## src/rtl/ltc_pkg.sv

```systemverilog
`default_nettype none

package ltc_pkg;

	localparam int DATA_W = 64;
	localparam int CNT_W  = 63;
	localparam int NCELL  = CNT_W;

	localparam logic [2:0] KIND_LT = 3'd0;
	localparam logic [2:0] KIND_LE = 3'd1;
	localparam logic [2:0] KIND_GT = 3'd2;
	localparam logic [2:0] KIND_GE = 3'd3;
	localparam logic [2:0] KIND_NE = 3'd4;

	localparam logic [1:0] ST_OK      = 2'd0;
	localparam logic [1:0] ST_OVF     = 2'd1;
	localparam logic [1:0] ST_NOLAND  = 2'd2;
	localparam logic [1:0] ST_BADSTEP = 2'd3;

	localparam logic [DATA_W-1:0] S_MAX = {1'b0, {(DATA_W-1){1'b1}}};
	localparam logic [DATA_W-1:0] S_MIN = {1'b1, {(DATA_W-1){1'b0}}};

	typedef struct packed {
		logic        [2:0]        kind;
		logic signed [DATA_W-1:0] start_req;
		logic signed [DATA_W-1:0] bound;
		logic signed [DATA_W-1:0] step;
	} cmd_t;

	typedef struct packed {
		logic [1:0]       status;
		logic [CNT_W-1:0] trip_count;
	} res_t;

	// one divider stage: remaining dividend bits, partial remainder, quotient so far
	typedef struct packed {
		logic [1:0]        status;
		logic              exact;
		logic [CNT_W-1:0]  num;
		logic [CNT_W-1:0]  rem;
		logic [CNT_W-1:0]  quo;
		logic [DATA_W-1:0] dvsr;
	} div_t;

endpackage

`default_nettype wire

```

## src/rtl/ltc_cell.sv

```systemverilog
`default_nettype none

module ltc_cell (
	input  wire logic          clk,
	input  wire logic          arst_n,
	input  wire logic          valid_up,
	input  wire ltc_pkg::div_t beat_up,
	input  wire logic          hold_dn,
	output logic               hold,
	output logic               valid_q,
	output ltc_pkg::div_t      beat_q
);

	localparam int W = ltc_pkg::DATA_W;
	localparam int C = ltc_pkg::CNT_W;

	logic [W-1:0]  r_sh;
	logic [W-1:0]  diff;
	logic          ge;
	ltc_pkg::div_t nxt;

	assign r_sh = {beat_up.rem, beat_up.num[C-1]};
	assign diff = r_sh - beat_up.dvsr;
	assign ge   = (r_sh >= beat_up.dvsr);

	always_comb begin
		nxt     = beat_up;
		nxt.num = {beat_up.num[C-2:0], 1'b0};
		nxt.rem = ge ? diff[C-1:0] : r_sh[C-1:0];
		nxt.quo = {beat_up.quo[C-2:0], ge};
	end

	assign hold = valid_q && hold_dn;

	always_ff @(posedge clk or negedge arst_n) begin
		if (!arst_n) begin
			valid_q <= 1'b0;
		end else if (!hold) begin
			valid_q <= valid_up;
		end
	end

	always_ff @(posedge clk) begin
		if (!hold && valid_up) begin
			beat_q <= nxt;
		end
	end

endmodule

`default_nettype wire

```

## config.mk

```make
export PLATFORM = sky130hd
export DESIGN_NAME = ltc_cell
export DESIGN_NICKNAME = d
export VERILOG_FILES = /design/src/rtl/ltc_pkg.sv /design/src/rtl/ltc_cell.sv
export SDC_FILE = /design/constraint.sdc
export NUM_CORES = 1
export LEC_CHECK = 0
export BUFFER_PORTS_ARGS = -buffer_cell sky130_fd_sc_hd__buf_4
export CORE_AREA = 2 2 204 206
export DETAILED_ROUTE_END_ITERATION = 8
export DIE_AREA = 0 0 206 208
export GPL_TIMING_DRIVEN = 1
export HOLD_SLACK_MARGIN = 0.12
export PLACE_DENSITY = 0.57
export SLEW_MARGIN = 20
export SYNTH_ARGS = -nofsm -noshare
export SYNTH_HDL_FRONTEND = slang
export SYNTH_SLANG_ARGS = --single-unit
```

## constraint.sdc

```tcl
create_clock -name clk -period 20.6 [get_ports clk]
set_input_delay 4.12 -clock clk [delete_from_list [all_inputs] [get_ports clk]]
set_output_delay 4.12 -clock clk [all_outputs]
set_load 0.01 [all_outputs]
```

# --- After elaboration in Yosys (flattened, before gate mapping) ---
# Cells that the tools add are included.
word_totals:
  register_bits: 256
  latch_bits: 0
  mem_bits_rw: 0
  rom_bits: 0
  in_bits: 260
  output_inout_bits: 258
  wordCells: 13
  n_memories: 0
op_classes:
  add_sub_neg: 1
  multipliers: 0
  div_mod_pow: 0
  order_cmp: 1
  n_eq_ne: 0
  n_shift: 0
  n_mux: 1
  n_bitwise: 0
  reduce_logical: 3
op_table:
  columns: ["op", "n"]
  rows:
  - ["64-bit greater-or-equal comparator", 1]
  - ["63-bit two-way mux", 1]
  - ["63-bit subtractor", 1]
  - ["1-bit logical AND", 2]
  - ["1-bit zero test", 1]

# --- Logic depth before layout (Yosys ltp) ---
logic_depth:
  depth_word: 3
  ltp_mapped: 16

# --- Worst setup path after synthesis ---
# OpenSTA, ideal clock, no wires.
synth_path:
  path_kind: "input port to flip-flop"
  startpoint: "input port hold_dn"
  endpoint: "register beat_q[0] in the netlist's numbering, enable pin"
  setup_time_ns: 0.904
  arrival_ns: 15.517
  required_ns: 19.696
  slack_ns: 4.179
  path_stages: 2
  n_path_buf: 0
  path_cell_list: "and2_1 > nor2b_1"
synth_via:
  elab_chain_cells: 3
synth_rtl:
  columns: ["item", "line", "rtl"]
  rows:
  - ["start, declared", "ltc_cell.sv:8", "input wire logic hold_dn,"]
  - ["1-bit logical AND", "ltc_cell.sv:33", "assign hold = valid_q && hold_dn;"]
  - ["1-bit zero test", "ltc_cell.sv:44", "if (!hold && valid_up) begin"]
  - ["1-bit logical AND", "ltc_cell.sv:44", null]
  - ["end signal, assigned", "ltc_cell.sv:45", "beat_q <= nxt;"]
  - ["end, declared", "ltc_cell.sv:11", "output ltc_pkg::div_t beat_q"]
# No other way between the ends.
# A chain may end at the register's enable or synchronous reset.

# --- Worst setup path after layout ---
layout_path:
  startpoint: "input port hold_dn"
  endpoint: "output port hold"
layout_via:
  elab_chain_cells: 1
layout_rtl:
  columns: ["item", "line", "rtl"]
  rows:
  - ["1-bit logical AND", "ltc_cell.sv:33", null]
  - ["end, declared", "ltc_cell.sv:9", "output logic hold,"]
# No other way between the ends.

==> qor.yml <==
run_status:
  status: "finished clean"
grt:
  antenna_found_initial: 8
  grt_overflow: 0
  grt_usage_pct: 19.8
  grt_start_max_net_pins: 80
  grt_pass1_vias: 10008
  grt_pass1_wl_um: 63300
logic_synthesis:
  synth_area_sq_mm: 0.0125
  synth-simple-area-share_pct: 9.39
  ys.flop_type: "edfxtp_1"
  synth_xor_xnor_area_share_pct: 3.85
  synth_seq_cells: 256
  ys_warn_count: 0
  synth_compound_area_share_pct: 14.5
  synthArstFlopShare_pct: 0.391
  ys_types: 68
  synthCells: 1050
  synth_edf_count: 255
  synth_top_family_by_area: "compound AO/OA/AOI/OAI gates"
  synth_nets: 1375
  muxShareOfSynthArea_pct: 0.0900
  ys_seq_area_share_pct: 61.4
  synth_area_per_cell_sq_um: 11.9
  synth_fa_ha_area_share_pct: 6.56
pwr:
  swShare_pct: 27.5
  powerDensity_mw_per_mm2: 80.6
  p_int_uw: 1040
  p_leak_uw: 0.00771
  ir_drop_uv: 51.3
  combPwrFrac_pct: 20.5
  p_sw_uw: 395
  seq_power_share_pct: 43.8
  pwr-share-clk_pct: 35.7
setup_path:
  crit_path_start_kind: "input pin"
  rr_endpoint: "beat_q[145]$_DFFE_PP_"
  end_kind: "output port"
  regToRegSetupSlack_ps: 17990
  crit_arrival_ps: 4550
  critical_path_class: "input pin to output port"
  worstPathRequired_ps: 16480
  worstPathMaxFanout: 3
  reg2reg_depth: 3
  reg2reg_from: "valid_q$_DFFE_PN0N_"
final_layout:
  area_delta_synth_final_pct: 42.7
  final_area_sq_mm: 0.0179
  final_cell_mix: "buf_4, edfxtp_1, nand2_1"
  fillCellCount: 3842
  drive_above_1_share_pct: 36.6
  utilization_pct: 44.0
  mostFrequentLayoutCell: "buf_4"
  nNetsFinal: 1884
sta:
  setup_viol: 0
  clock.fmax_mhz: 115
  final_max_slew_viol_count: 0
  period_share_pct: 42.1
  worst_slew_pin_slew_ps: 994
  hold_violations: 0
  slew_headroom_pct: 33.7
  fin_skew_ps: 20.1
  finalSetupTns_ps: 0
  rsz0062_at_grt: "no"
  fin_crit_ps: 8670
clock_tree:
  ctsResizeCount: 0
  clk_path_buf_depth: 3
  postCtsSetupRepairBufs: 0
  insertion_delay_ps: 580
  ctsHoldBuffers: 0
  htreeDepth: 1
  cts-buffers-inserted: 30
  cts_tree: "built"
  clock-sinks: 256
  clock-root-buffer: "clkbuf_16"
  path_clk_slew_ps: 60
die:
  die_h_um: 208
  num_rows: 74
  die-area_sq_mm: 0.0428
  dieWidth_um: 206
  core_sq_mm: 0.0406
  start_util_pct: 30.9
  io_pins: 518
drt:
  via_per_inst: 4.73
  drt_iter0_markers: 656
  vias: 10032
  wl_per_cell_um: 21.0
  detail-route-antenna-nets: 0
  totalWireLength_um: 44400
  drc_errors: 0
  drtPass1Iterations: 5
place:
  hpwlAfterDp_um: 35900
  io_buffers: 515
  gp_congestion: 0.866
  dpl_cell_area_sq_mm: 0.0169
hold_path:
  min-delay-start: "valid_q$_DFFE_PN0N_"
  hold_path_depth: 2
  hold-path-endpoint: "valid_q$_DFFE_PN0N_"
  hold_class: "register to register"
job:
  drv_cap: 0
## kinds of logic after synthesis
kind of cell,Yosys count
compound gates,294
xor+xnor,55
fa+ha+maj,65
buf+inv,125
flops,256
mux,1
other cells,1
simple gates,253
## per-layer routing
| layer | vias up | wire length (um) | global-route usage, % |
|---|---|---|---|
| li1 | 4882 | - | - |
| met1 | 4706 | 17600 | 23.9 |
| met2 | 391 | 22400 | 34.1 |
| met3 | 51 | 3700 | 5.33 |
| met4 | 2 | 755 | 5.94 |
| met5 | - | 13 | 0 |
## power by group through the flow
| stage | Clock (uW) | Combinational (uW) | Sequential [uW] |
|---|---|---|---|
| 2_1_floorplan | 0 | 139 | 671 |
| 3_3_place_gp | 0 | 293 | 641 |
| 3_5_place_dp | 0 | 295 | 642 |
| 4_1_cts | 529 | 296 | 631 |
| 5_1_grt | 546 | 326 | 634 |
| 6_report | 513 | 295 | 631 |
## cell type report
class / count / area (sq um) / area share (%)
Multi-Input combinational cell: 669 / 4320 / 24.2
Antenna cell: 6 / 15.0 / 0.0841
Tap cell: 532 / 666 / 3.73
Timing Repair Buffer: 520 / 3920 / 22.0
Inverter: 82 / 308 / 1.72
Clock inverter: 18 / 163 / 0.911
Sequential cell: 256 / 7680 / 43.0
Clock buffer: 36 / 773 / 4.33
## worst max-delay path by stage
stage | startpoint | to | slack [ps] | cells after the start
5_1_grt | hold_dn | hold | 11910 | 3
3_5_place_dp | hold_dn | hold | 11930 | 3
6_report | hold_dn | hold | 11930 | 3
3_3_place_gp | hold_dn | hold | 11930 | 3
4_1_cts | hold_dn | hold | 11930 | 3
2_1_floorplan | hold_dn | beat_q[0]$_DFFE_PP_ | 4180 | 2
## Yosys cell counts, drive strengths merged, types with 2 or more instances
library cell	number	area share, %
or2	2	0.10
a21oi	83	3.3
nor4	2	0.10
a31oi	15	0.75
a21o	30	1.8
and3	7	0.35
o31ai	7	0.64
inv	82	2.5
nand2b	8	0.40
xor2	28	2.0
a211oi	3	0.22
edfxtp	255	61
o211ai	5	0.30
nand4	23	1.1
clkbuf	26	0.79
o21bai	20	1.2
buf	17	0.94
and2	7	0.35
nor3	13	0.56
a221oi	2	0.19
nand3b	2	0.12
xnor2	27	1.9
o21ai	103	4.1
a21boi	4	0.24
a41oi	2	0.14
and4	3	0.21
nand2	111	3.3
a31o	2	0.14
ha	64	6.4
o221ai	2	0.14
nor2b	6	0.30
nand3	10	0.40
nor2	53	1.6
o2111ai	2	0.14
a211o	2	0.14
o21a	4	0.25
## stage by stage
step	hold slack (ps)	total power [uW]	instances	worst slack [ps]
3_3_place_gp	683	934	2058	11930
5_1_grt	749	1510	2119	11910
3_5_place_dp	689	937	2058	11930
2_1_floorplan	730	809	1050	4180
4_1_cts	706	1460	2112	11930
6_report	706	1440	2119	11930
## state kept, by name, summed over array words and instances (netlist names)
register and cells:
beat_q 255, valid_q 1
## worst max-delay path: stages
cell,delay (ps)
buf_4,110
and2_1,170
buf_4,160
No activity file was read; power rests on OpenSTA's default activity.
